### src/hdl/sfrc_pkg.sv
// Shared constants, types and helper functions of the serial frame resync and CRC checker.
`timescale 1ns / 1ps

package sfrc_pkg;

    // Frame buffer geometry.
    localparam int BUF_DEPTH = 64;
    localparam int BUF_AW    = $clog2(BUF_DEPTH);
    localparam int CNT_W     = $clog2(BUF_DEPTH + 1);

    // Largest frame a single item may produce, bounded by the buffer as well.
    localparam int LEN_CAP   = (BUF_DEPTH < 64) ? BUF_DEPTH : 64;

    localparam int MIN_TOTAL   = 4;
    localparam int HEADER_HELD = 3;
    localparam int LEN_EXTRA   = 2;

    // Configuration register indexes.
    localparam logic [1:0] CFG_CRC_POLY  = 2'd0;
    localparam logic [1:0] CFG_SYNC_BYTE = 2'd1;
    localparam logic [1:0] CFG_ALT_START = 2'd2;
    localparam logic [1:0] CFG_MAX_LEN   = 2'd3;

    // Register reset values.
    localparam logic [7:0] RST_CRC_POLY  = 8'hD5;
    localparam logic [7:0] RST_SYNC_BYTE = 8'hC8;
    localparam logic [7:0] RST_ALT_START = 8'hEE;
    localparam logic [6:0] RST_MAX_LEN   = 7'd64;

    typedef enum logic [2:0] {
        S_IDLE,
        S_START,
        S_SCAN,
        S_LEN,
        S_CRC,
        S_CHK,
        S_EMIT,
        S_ERR
    } t_state;

    // Circular buffer pointer plus an offset of at most one buffer length.
    function automatic logic [BUF_AW-1:0] ptr_add(input logic [BUF_AW-1:0] base,
                                                  input logic [CNT_W-1:0]  off);
        logic [BUF_AW:0] sum;
        sum = {1'b0, base} + (BUF_AW + 1)'(off);
        if (sum >= (BUF_AW + 1)'(BUF_DEPTH)) begin
            sum = sum - (BUF_AW + 1)'(BUF_DEPTH);
        end
        return sum[BUF_AW-1:0];
    endfunction

    // Eight MSB-first shift steps of the CRC-8 register after the data byte is folded in.
    function automatic logic [7:0] crc8_shift(input logic [7:0] crc_in,
                                              input logic [7:0] poly);
        logic [7:0] crc;
        crc = crc_in;
        for (int b = 0; b < 8; b++) begin
            if (crc[7]) begin
                crc = {crc[6:0], 1'b0} ^ poly;
            end else begin
                crc = {crc[6:0], 1'b0};
            end
        end
        return crc;
    endfunction

endpackage

### src/hdl/sfrc_ram.sv
// Simple dual-port RAM with a registered read port, used as the frame buffer.
`timescale 1ns / 1ps

module sfrc_ram #(
    parameter int DEPTH = 64,
    parameter int WIDTH = 8
) (
    input  logic                     i_clk,
    input  logic                     i_wr_en,
    input  logic [$clog2(DEPTH)-1:0] i_wr_addr,
    input  logic [WIDTH-1:0]         i_wr_data,
    input  logic [$clog2(DEPTH)-1:0] i_rd_addr,
    output logic [WIDTH-1:0]         o_rd_data
);

    logic [WIDTH-1:0] r_mem [DEPTH];
    logic [WIDTH-1:0] r_rd_data;

    always_ff @(posedge i_clk) begin
        if (i_wr_en) begin
            r_mem[i_wr_addr] <= i_wr_data;
        end
    end

    always_ff @(posedge i_clk) begin
        r_rd_data <= r_mem[i_rd_addr];
    end

    assign o_rd_data = r_rd_data;

endmodule

### src/hdl/serial_frame_resync_crc_check.sv
// Top level of the serial frame resync and CRC checker.
`timescale 1ns / 1ps

// Usage
// The receive channel (i_rx_valid, o_rx_stall, i_rx_byte) takes one serial byte per item.
// The block stalls the receive channel from the cycle after an item is accepted until all
// of its work is done; it then accepts the next item even if a result is still waiting.
// The result channel (o_res_valid, i_res_stall) delivers either the bytes of a good frame,
// one per item with o_last on the final byte, or a single error item with o_status set.
// Every result carries the good and bad frame counts, which saturate at 65535.
// Work per received byte: the byte is written and read back, then one buffer read per cycle
// while the buffer is searched for a start byte (up to the fill level, at most 64), a read
// of the length byte, one read per CRC byte (frame length minus three) and the check, then
// the emitted bytes one by one, or a single error item. The single read port of the
// frame buffer sets this pace. A byte that completes no frame needs no CRC pass and no
// emission; a bad length adds a new search.
// When the receiver stalls, emission waits with the pending byte held in the output
// register. Synchronous reset empties the buffer, clears both counters and restores
// the register defaults; the buffer contents themselves are not cleared.
// Configuration writes are always ready and should only be made while the block is idle.

module serial_frame_resync_crc_check
    import sfrc_pkg::*;
(
    input  logic       i_clk,
    input  logic       i_rst_n,

    input  logic       i_rx_valid,
    output logic       o_rx_stall,
    input  logic [7:0] i_rx_byte,

    output logic        o_res_valid,
    input  logic        i_res_stall,
    output logic [7:0]  o_frame_byte,
    output logic        o_last,
    output logic        o_status,
    output logic [15:0] o_good_frames,
    output logic [15:0] o_bad_frames,

    input  logic       i_cfg_valid,
    output logic       o_cfg_ready,
    input  logic [1:0] i_cfg_index,
    input  logic [7:0] i_cfg_data
);

    // Configuration registers.
    logic [7:0] r_crc_poly;
    logic [7:0] r_sync_byte;
    logic [7:0] r_alt_start;
    logic [6:0] r_max_len;

    // Sequencer state.
    t_state            r_state, n_state;
    logic [BUF_AW-1:0] r_head, n_head;
    logic [CNT_W-1:0]  r_fill, n_fill;
    logic [CNT_W-1:0]  r_off, n_off;
    logic [CNT_W-1:0]  r_total, n_total;
    logic [7:0]        r_crc, n_crc;
    logic              r_realign1, n_realign1;
    logic [15:0]       r_good_cnt, n_good_cnt;
    logic [15:0]       r_bad_cnt, n_bad_cnt;

    // Output register.
    logic        r_out_valid, n_out_valid;
    logic [7:0]  r_out_byte, n_out_byte;
    logic        r_out_last, n_out_last;
    logic        r_out_status, n_out_status;
    logic [15:0] r_out_good, n_out_good;
    logic [15:0] r_out_bad, n_out_bad;

    // Buffer port signals.
    logic              wr_en;
    logic [BUF_AW-1:0] wr_addr;
    logic [BUF_AW-1:0] rd_addr;
    logic [7:0]        rd_data;

    logic       rx_accept;
    logic       out_free;
    logic       is_start;
    logic [8:0] total_w;
    logic [6:0] limit;

    assign o_rx_stall  = (r_state != S_IDLE);
    assign o_cfg_ready = 1'b1;
    assign rx_accept   = i_rx_valid && !o_rx_stall;
    assign out_free    = !r_out_valid || !i_res_stall;

    assign wr_en   = rx_accept;
    assign wr_addr = ptr_add(r_head, r_fill);
    assign rd_addr = ptr_add(n_head, n_off);

    assign is_start = (rd_data == r_sync_byte) || (rd_data == r_alt_start);
    assign total_w  = {1'b0, rd_data} + 9'(LEN_EXTRA);
    assign limit    = (r_max_len > 7'(LEN_CAP)) ? 7'(LEN_CAP) : r_max_len;

    sfrc_ram #(
        .DEPTH (BUF_DEPTH),
        .WIDTH (8)
    ) u_buf (
        .i_clk     (i_clk),
        .i_wr_en   (wr_en),
        .i_wr_addr (wr_addr),
        .i_wr_data (i_rx_byte),
        .i_rd_addr (rd_addr),
        .o_rd_data (rd_data)
    );

    always_ff @(posedge i_clk) begin
        if (!i_rst_n) begin
            r_crc_poly  <= RST_CRC_POLY;
            r_sync_byte <= RST_SYNC_BYTE;
            r_alt_start <= RST_ALT_START;
            r_max_len   <= RST_MAX_LEN;
        end else if (i_cfg_valid && o_cfg_ready) begin
            unique case (i_cfg_index)
                CFG_CRC_POLY:  r_crc_poly  <= i_cfg_data;
                CFG_SYNC_BYTE: r_sync_byte <= i_cfg_data;
                CFG_ALT_START: r_alt_start <= i_cfg_data;
                CFG_MAX_LEN:   r_max_len   <= i_cfg_data[6:0];
            endcase
        end
    end

    always_ff @(posedge i_clk) begin
        if (!i_rst_n) begin
            r_state     <= S_IDLE;
            r_head      <= '0;
            r_fill      <= '0;
            r_off       <= '0;
            r_realign1  <= 1'b0;
            r_good_cnt  <= '0;
            r_bad_cnt   <= '0;
            r_out_valid <= 1'b0;
        end else begin
            r_state     <= n_state;
            r_head      <= n_head;
            r_fill      <= n_fill;
            r_off       <= n_off;
            r_realign1  <= n_realign1;
            r_good_cnt  <= n_good_cnt;
            r_bad_cnt   <= n_bad_cnt;
            r_out_valid <= n_out_valid;
        end
    end

    always_ff @(posedge i_clk) begin
        r_total      <= n_total;
        r_crc        <= n_crc;
        r_out_byte   <= n_out_byte;
        r_out_last   <= n_out_last;
        r_out_status <= n_out_status;
        r_out_good   <= n_out_good;
        r_out_bad    <= n_out_bad;
    end

    always_comb begin
        n_state      = r_state;
        n_head       = r_head;
        n_fill       = r_fill;
        n_off        = r_off;
        n_total      = r_total;
        n_crc        = r_crc;
        n_realign1   = r_realign1;
        n_good_cnt   = r_good_cnt;
        n_bad_cnt    = r_bad_cnt;
        n_out_valid  = r_out_valid && i_res_stall;
        n_out_byte   = r_out_byte;
        n_out_last   = r_out_last;
        n_out_status = r_out_status;
        n_out_good   = r_out_good;
        n_out_bad    = r_out_bad;

        unique case (r_state)
            S_IDLE: begin
                n_off      = '0;
                n_realign1 = 1'b0;
                if (rx_accept) begin
                    n_fill  = r_fill + CNT_W'(1);
                    n_state = S_START;
                end
            end

            // From here on the buffer is read from its head, including the byte written on acceptance.
            S_START: begin
                n_state = S_SCAN;
            end

            S_SCAN: begin
                if (is_start) begin
                    n_head = ptr_add(r_head, r_off);
                    n_fill = r_fill - r_off;
                    if (r_realign1 || n_fill < CNT_W'(HEADER_HELD)) begin
                        n_off   = '0;
                        n_state = S_IDLE;
                    end else begin
                        n_off   = CNT_W'(1);
                        n_state = S_LEN;
                    end
                end else if ((r_off + CNT_W'(1)) >= r_fill) begin
                    n_fill  = '0;
                    n_off   = '0;
                    n_state = S_IDLE;
                end else begin
                    n_off = r_off + CNT_W'(1);
                end
            end

            S_LEN: begin
                if (total_w < 9'(MIN_TOTAL) || total_w > {2'b00, limit}) begin
                    // Bad length: drop the leading byte and search again from byte one.
                    n_off      = CNT_W'(1);
                    n_realign1 = 1'b1;
                    n_state    = S_SCAN;
                end else if (9'(r_fill) < total_w) begin
                    n_off   = '0;
                    n_state = S_IDLE;
                end else begin
                    n_total = total_w[CNT_W-1:0];
                    n_crc   = '0;
                    n_off   = CNT_W'(2);
                    n_state = S_CRC;
                end
            end

            S_CRC: begin
                n_crc = crc8_shift(r_crc ^ rd_data, r_crc_poly);
                if (r_off == r_total - CNT_W'(2)) begin
                    n_off   = r_total - CNT_W'(1);
                    n_state = S_CHK;
                end else begin
                    n_off = r_off + CNT_W'(1);
                end
            end

            S_CHK: begin
                if (rd_data == r_crc) begin
                    if (r_good_cnt != 16'hFFFF) begin
                        n_good_cnt = r_good_cnt + 16'd1;
                    end
                    n_off   = '0;
                    n_state = S_EMIT;
                end else begin
                    if (r_bad_cnt != 16'hFFFF) begin
                        n_bad_cnt = r_bad_cnt + 16'd1;
                    end
                    n_state = S_ERR;
                end
            end

            S_EMIT: begin
                if (out_free) begin
                    n_out_valid  = 1'b1;
                    n_out_byte   = rd_data;
                    n_out_status = 1'b0;
                    n_out_good   = r_good_cnt;
                    n_out_bad    = r_bad_cnt;
                    if (r_off == r_total - CNT_W'(1)) begin
                        n_out_last = 1'b1;
                        n_head     = ptr_add(r_head, r_total);
                        n_fill     = r_fill - r_total;
                        n_off      = '0;
                        n_state    = S_IDLE;
                    end else begin
                        n_out_last = 1'b0;
                        n_off      = r_off + CNT_W'(1);
                    end
                end
            end

            S_ERR: begin
                if (out_free) begin
                    n_out_valid  = 1'b1;
                    n_out_byte   = 8'h00;
                    n_out_last   = 1'b1;
                    n_out_status = 1'b1;
                    n_out_good   = r_good_cnt;
                    n_out_bad    = r_bad_cnt;
                    n_head       = ptr_add(r_head, r_total);
                    n_fill       = r_fill - r_total;
                    n_off        = '0;
                    n_state      = S_IDLE;
                end
            end

            default: begin
                n_state = S_IDLE;
            end
        endcase
    end

    assign o_res_valid   = r_out_valid;
    assign o_frame_byte  = r_out_byte;
    assign o_last        = r_out_last;
    assign o_status      = r_out_status;
    assign o_good_frames = r_out_good;
    assign o_bad_frames  = r_out_bad;

    // The buffer never overflows, so an accepted byte always finds room.
    a_room_on_accept: assert property (@(posedge i_clk) disable iff (!i_rst_n)
        rx_accept |-> (r_fill < CNT_W'(BUF_DEPTH)))
        else $error("byte accepted into a full frame buffer");

    // An error item always closes with a zero byte.
    a_error_shape: assert property (@(posedge i_clk) disable iff (!i_rst_n)
        (o_res_valid && o_status) |-> (o_last && o_frame_byte == 8'h00))
        else $error("malformed error item");

    // The good count only moves when a frame check has just passed.
    a_good_cnt_src: assert property (@(posedge i_clk) disable iff (!i_rst_n)
        ($past(i_rst_n) && r_good_cnt != $past(r_good_cnt)) |-> ($past(r_state) == S_CHK))
        else $error("good count changed outside the frame check");

    // A frame under check is never longer than the bytes held.
    a_frame_held: assert property (@(posedge i_clk) disable iff (!i_rst_n)
        (r_state == S_CRC || r_state == S_CHK || r_state == S_EMIT) |-> (r_total <= r_fill))
        else $error("frame longer than the buffer contents");

endmodule

### config.mk
export PLATFORM = sky130hd
export DESIGN_NAME = serial_frame_resync_crc_check
export DESIGN_NICKNAME = d
export VERILOG_FILES = /design/src/hdl/sfrc_pkg.sv /design/src/hdl/sfrc_ram.sv /design/src/hdl/serial_frame_resync_crc_check.sv
export SDC_FILE = /design/constraint.sdc
export NUM_CORES = 1
export LEC_CHECK = 0
export ABC_AREA = 1
export BUFFER_PORTS_ARGS = -buffer_cell sky130_fd_sc_hd__buf_4
export CAP_MARGIN = 10
export CORE_MARGIN = 4
export CORE_UTILIZATION = 55
export DETAILED_ROUTE_END_ITERATION = 10
export HOLD_SLACK_MARGIN = 0.03
export PLACE_DENSITY = 0.71
export SYNTH_ARGS = -nofsm -noshare
export SYNTH_HDL_FRONTEND = slang
export SYNTH_SLANG_ARGS = --single-unit
export TNS_END_PERCENT = 50
### constraint.sdc
create_clock -name i_clk -period 13.7 [get_ports i_clk]
set_clock_uncertainty 0.1 [all_clocks]
set_input_delay 0.685 -clock i_clk [delete_from_list [all_inputs] [get_ports i_clk]]
set_output_delay 0.685 -clock i_clk [all_outputs]
set_load 0.01 [all_outputs]
After elaboration in Yosys (flattened, before gate mapping):

Memory sizes are Yosys's and may differ from the RTL's. A register that Yosys moved wholly into a read port is not among the register bits.
Cells that the tools add are included.

* register bits: 145
* RAM bits: 512
* bits of input ports: 23
* output and inout bits: 45
* logic and storage cells: 188
* memories: 1

Memory list
* u_buf.r_mem: depth 64, bits a word 8, rd ports 1, clocked after Yosys merged registers in 1, wr ports 1, line sfrc_ram.sv:16 `logic [WIDTH-1:0] r_mem [DEPTH];`

* $add $sub $neg: 17
* magnitude comparators: 10
* equality and inequality tests: 26
* muxes and demuxes: 73
* bitwise gates (word level): 12
* reductions and logical operators: 30

Operators with widths (number)
* 8-bit two-way mux: 19
* 7-bit two-way mux: 14
* 8-bit bitwise XOR: 9
* 7-bit one-hot mux with 7 select lines: 1
* 6-bit two-way mux: 8
* 16-bit by 1-bit adder with 16-bit output, second input constant: 2
* 16-bit inequality test, second input constant: 2
* 8-bit one-hot mux with 2 select lines: 2
* 6-bit by 7-bit adder with 7-bit output: 4
* 7-bit >= comparator, second input constant: 4
* 7-bit one-hot mux with 4 select lines: 1
* 3-bit two-way mux: 9
* 8-bit == test: 3
* 3-bit one-hot mux with 8 select lines: 1
* 6-bit by 1-bit subtractor with 6-bit output, second input constant: 4
* 6-bit one-hot mux with 3 select lines: 1
* 2-bit inequality test, second input constant: 8
* 3-bit AND reduction: 5
* 7-bit by 1-bit adder with 7-bit output, second input constant: 2
* 7-bit == test: 2
* 7-bit subtractor: 2
* 3-bit == test, second input constant: 4
* 2-bit AND reduction: 6
* 6-bit AND reduction: 2
* 27 further kinds: 53

Depth between registers and ports, before layout:

* depth in word-level cells: 25
* mapped depth: 32
* gate-level depth less buffers: 30

Modules after synthesis:

Synthesis repeated with hierarchy kept, for this count alone.

* cells, all modules: 3148
* area, all modules: 31111.1 µm²

Modules (own cells, without submodules)
* sfrc_ram: instances 1, cells an instance 1818, area each 21301.7 µm², seq. area each 15534.9 µm²
* serial_frame_resync_crc_check: instances 1, cells an instance 1330, area each 9809.4 µm², seq. area each 3473.3 µm²

Worst setup path after synthesis:

OpenSTA, ideal clock, no wires.

* path kind: register to register
* start point: register u_buf.r_rd_data[1], in the netlist u_buf.o_rd_data[1] (read register of u_buf.r_mem)
* end point: register u_buf.r_rd_data[0], in the netlist u_buf.o_rd_data[0] (read register of u_buf.r_mem)
* setup time: 0.058 ns
* arrival time: 4.707 ns
* required time: 13.542 ns
* setup slack: 8.835 ns
* cell stages (with the launch flop): 29
* path buffers: 3
* clock period less this slack: 4.865 ns
* cell sequence: dfxtp_1 > clkbuf_2 > inv_1 > nor3_1 > inv_1 > nor2_1 > inv_1 > nand2_1 > inv_1 > ha_1 > a21oi_1 > nand2_1 > a21oi_1 > nor2_1 > o32ai_1 > o311ai_0 > nor3_1 > nor3_1 > a22oi_1 > fa_1 > clkbuf_1 > buf_1 > o32ai_1 > nand2_1 > nand2_1 > nor2_1 > o31ai_1 > nand2_1 > nand2_1

* longest elaborated chain between the ends: 8
* elaborated cells between the ends (all ways): 20
* those cells by class: add/sub: 3; order compare: 4; eq/ne: 3; mux: 8; reduce/logical: 2

RTL lines
* from (decl): line sfrc_ram.sv:17 `logic [WIDTH-1:0] r_rd_data;`
* 8-bit by 2-bit adder with 9-bit output (*): line serial_frame_resync_crc_check.sv:93 `assign total_w = {1'b0, rd_data} + 9'(LEN_EXTRA);`
* via total_w[1]: line serial_frame_resync_crc_check.sv:80 `logic [8:0] total_w;`
* 7-bit by 9-bit < comparator with 1-bit output, or another cell as far along: line serial_frame_resync_crc_check.sv:214 `end else if (9'(r_fill) < total_w) begin`
* 2-bit two-way mux / 1-bit logical OR (equally long branches): line serial_frame_resync_crc_check.sv:214, serial_frame_resync_crc_check.sv:209
* 2-bit two-way mux (*): line serial_frame_resync_crc_check.sv:209 `if (total_w < 9'(MIN_TOTAL) || total_w > {2'b00, limit}) begin`
* 7-bit one-hot mux with 7 select lines (*): line serial_frame_resync_crc_check.sv:173 `unique case (r_state)`
* via n_off[1]: line serial_frame_resync_crc_check.sv:56 `logic [CNT_W-1:0] r_off, n_off;`
* 6-bit by 7-bit adder with 7-bit output (*): line sfrc_pkg.sv:45 `sum = {1'b0, base} + (BUF_AW + 1)'(off);`
* 6-bit by 1-bit subtractor with 6-bit output / 7-bit >= comparator (equally long branches): line sfrc_pkg.sv:47, sfrc_pkg.sv:46
* 6-bit two-way mux (*): line sfrc_pkg.sv:46 `if (sum >= (BUF_AW + 1)'(BUF_DEPTH)) begin`

Mark *: on every way through the listed nets, which the timed path passes. The rest lies on a longest branch.
A chain may end at the register's enable or synchronous reset.

Worst setup path after layout:

* start point: register u_buf.r_rd_data[1], in the netlist u_buf.o_rd_data[1] (read register of u_buf.r_mem)
* end point: register u_buf.r_rd_data[4], in the netlist u_buf.o_rd_data[4] (read register of u_buf.r_mem)

* longest elaborated chain between the ends: 8
* elaborated cells between the ends (all ways): 20
* those cells by class: add/sub: 3; order compare: 4; eq/ne: 3; mux: 8; reduce/logical: 2

RTL lines (line)
* 8-bit by 2-bit adder with 9-bit output (*): serial_frame_resync_crc_check.sv:93
* via total_w[1]: serial_frame_resync_crc_check.sv:80
* 9-bit by 3-bit < comparator with 1-bit output / 9-bit by 7-bit greater-than comparator with 1-bit output (equally long branches): serial_frame_resync_crc_check.sv:209
* 1-bit logical OR (*): serial_frame_resync_crc_check.sv:209
* 2-bit two-way mux (*): serial_frame_resync_crc_check.sv:209
* 7-bit one-hot mux with 7 select lines (*): serial_frame_resync_crc_check.sv:173
* via n_off[0]: serial_frame_resync_crc_check.sv:56
* 6-bit by 7-bit adder with 7-bit output (*): sfrc_pkg.sv:45
* 6-bit by 1-bit subtractor with 6-bit output / 7-bit >= comparator (equally long branches): sfrc_pkg.sv:47, sfrc_pkg.sv:46
* 6-bit two-way mux (*): sfrc_pkg.sv:46

Marked as above.

==> impl_metrics.yaml <==
yosys:
  synth_edf_count: 569
  synthCells: 2833
  synth_area_sq_um: 30400
  synth_top_area_share_pct: 56.1
  ys_seq_area_share_pct: 62.4
  ys_ff_latch: 665
  ys_warn_count: 0
  synth-async-reset-ratio_pct: 0
  avgSynthCellArea_sq_um: 10.7
  ys_top_cells_by_area: "edfxtp_1 56%, dfxtp_1 6.3%, nor2_1 6.1%"
  synth_cell_types: 63
  syn_nets: 2920
  synth_flop_cell: "edfxtp_1"
  yosysTopAreaCell: "edfxtp_1"
critical_path:
  r2r-start: "u_buf.o_rd_data[1]$_DFF_P_"
  crit_path_frequent_cell: "nand2_1"
  cp_num_buf_inv: 5
  cp_max_fo: 98
  ff2ff_setup_slack_ns: 6.31
  setup.worst_path.end_class: "flip-flop"
  cp_top_family: "compound AO/OA/AOI/OAI gates"
  cpMaxStageDelayCell: "fa_4"
  critPathRequiredTime_ns: 14.14
  cp.arrival_ns: 7.83
  critical_path_class: "flip-flop to flip-flop"
  rr_worst_depth: 29
  startpoint_type: "flip-flop"
  critPathMaxStageDelay_ns: 1.27
  rr_endpoint: "u_buf.o_rd_data[4]$_DFF_P_"
placement:
  gp_congestion: 0.946
  io_buffers: 66
  pre_cts_slack_ns: 6.55
  dp_hpwl_mm: 46.4
grt:
  grt_max_degree: 110
  gr-total-overflow: 0
  grt_pass1_wl_mm: 116
  first_global_vias: 20800
  antenna_found_initial: 0
  track_usage_pct: 24.8
sta:
  worst_pin_slew_ns: 1.12
  setup_tns_ns: 0
  setup_viol: 0
  setup_slack_ns: 6.31
  max_slew_margin_pct: 25.4
  fmax_mhz: 135
  final-hold-violation-count: 0
  fin_crit_ns: 7.39
  slew_violations: 0
  rsz0062_at_grt: "no"
  fin_crit_sh_pct: 54.0
clock_network:
  cts_buffers: 70
  cts_setup_buffers: 0
  cts.repair.resized: 0
  cts.sink_count: 665
  clock_path_buffers: 3
  tritoncts: "yes"
  cts_hold_buf: 0
  clk_latency_ns: 0.62
  cts-root-buf: "clkbuf_16"
  h-tree-depth: 3
  clk_pin_slew_ns: 0.06
drt:
  drt_iter0_drc: 2427
  wl_per_cell_um: 20.5
  vias: 21600
  vias_per_cell: 5.92
  wl_mm: 74.7
  drcViolationCount: 0
  ant_nets: 0
  drtPass1Iterations: 6
final_layout:
  multi_input_area_sq_um: 10200
  regArea_sq_um: 19000
  mostFrequentLayoutCells: "569 x edfxtp_1, 491 x nor2_1, 421 x nand2_1"
  antenna_cells: 0
  syn2layout_area_growth_pct: 10.6
  final_nets: 2937
  final_common_cell: "edfxtp_1"
  layout-drive-gt1-share_pct: 8.20
  nFillCells: 4303
worst_hold_path:
  hp-start: "i_cfg_data[6]"
  min_path_cells: 3
  hp-class: "primary input to flip-flop"
  hold_end: "r_max_len[6]$_SDFFE_PN1P_"
die:
  pin_count: 68
  rows: 85
  die_w_um: 243
  die_area_sq_um: 59200
  core_area_sq_um: 54300
  die_y_um: 243
  initial_core_util_pct: 56.0
outcome:
  status: "finished, final reports clean"
run:
  drv_cap: 0
==> metrics by stage <==
step | instance area [sq um] | cells | hold WS [ns] | utilization [%]
global route | 33700 | 3643 | 0.222 | 62.0
floorplan | 30400 | 2833 | 0.307 | -
CTS | 33700 | 3643 | 0.203 | 62.0
finish | 33700 | 3643 | 0.233 | 62.0
detailed placement | 31500 | 3517 | 0.347 | 57.9
global placement | 31500 | 3517 | 0.345 | 57.9
==> sequential cells by signal, indices dropped and copies added (netlist names), 16 cells and up, named ones only <==
name           flops
r_good_cnt        16
o_bad_frames      16
o_good_frames     16
r_bad_cnt         16
u_buf.r_mem      512
==> synth_stat cells (all sizes together) (5+ instances only) <==
cell type  instances
a211oi             5
dfxtp             96
nor3              33
a221oi             6
o211ai            14
xor2              44
xnor2             40
nor2             495
a31oi              7
mux2i             64
ha                58
o31ai             15
nand4             11
nand2            441
clkbuf           105
nor4               8
edfxtp           569
nand3            124
o21ai            198
inv              195
and2               9
o221ai            66
buf               31
a22oi              6
o32ai             66
fa                 6
a21oi             87
==> metal layers <==
metal | global-route usage (%) | vias to the layer above | wire length [um]
met4 | 9.52 | 0 | 2850
met1 | 33.2 | 10400 | 30200
met5 | 0 | - | 0
met2 | 40.8 | 955 | 35800
li1 | - | 10100 | -
met3 | 4.26 | 188 | 5780
==> kinds of logic (layout without fill, tap and decap cells) <==
logic type               after synthesis  after routing  synth area share [%]
AND/OR/NAND/NOR                     1131           1131                  15.5
multiplexers                          64             64                  2.10
other                                  1              1                0.0123
XOR/XNOR                              84             84                  2.48
adder cells (fa/ha/maj)               64             64                  2.78
flip-flops                           665            665                  62.4
AO/OA/AOI/OAI                        492            492                  10.4
buffers and inverters                332            403                  4.34
==> worst max-delay path by stage <==
stage,cells after the start,end,start,slack [ns]
finish,29,u_buf.o_rd_data[4]$_DFF_P_,u_buf.o_rd_data[1]$_DFF_P_,6.31
global route,29,u_buf.o_rd_data[4]$_DFF_P_,u_buf.o_rd_data[1]$_DFF_P_,5.69
CTS,29,u_buf.o_rd_data[4]$_DFF_P_,u_buf.o_rd_data[1]$_DFF_P_,6.52
detailed placement,29,u_buf.o_rd_data[4]$_DFF_P_,u_buf.o_rd_data[1]$_DFF_P_,6.55
global placement,29,u_buf.o_rd_data[4]$_DFF_P_,u_buf.o_rd_data[1]$_DFF_P_,6.58
floorplan,28,u_buf.o_rd_data[0]$_DFF_P_,u_buf.o_rd_data[1]$_DFF_P_,8.84
==> cell type report <==
cell class | count | share of cell area (%)
Inverter | 196 | 2.22
Multi-Input combinational cell | 1836 | 30.2
Timing Repair Buffer | 81 | 1.81
Sequential cell | 665 | 56.4
Clock inverter | 37 | 0.981
Clock buffer | 89 | 5.60
Tap cell | 739 | 2.74
==> worst register-to-register path, delay by kind of cell, from the launching register on <==
kind,cells,cell delay [ns]
flops,1,0.57
fa+ha+maj,3,1.85
compound gates,9,2.15
simple gates,12,1.40
buf+inv,5,1.24
Power is left out: the tool's default activity adds up to more than one toggle a clock period on the data nets, which glitch-free logic cannot reach.
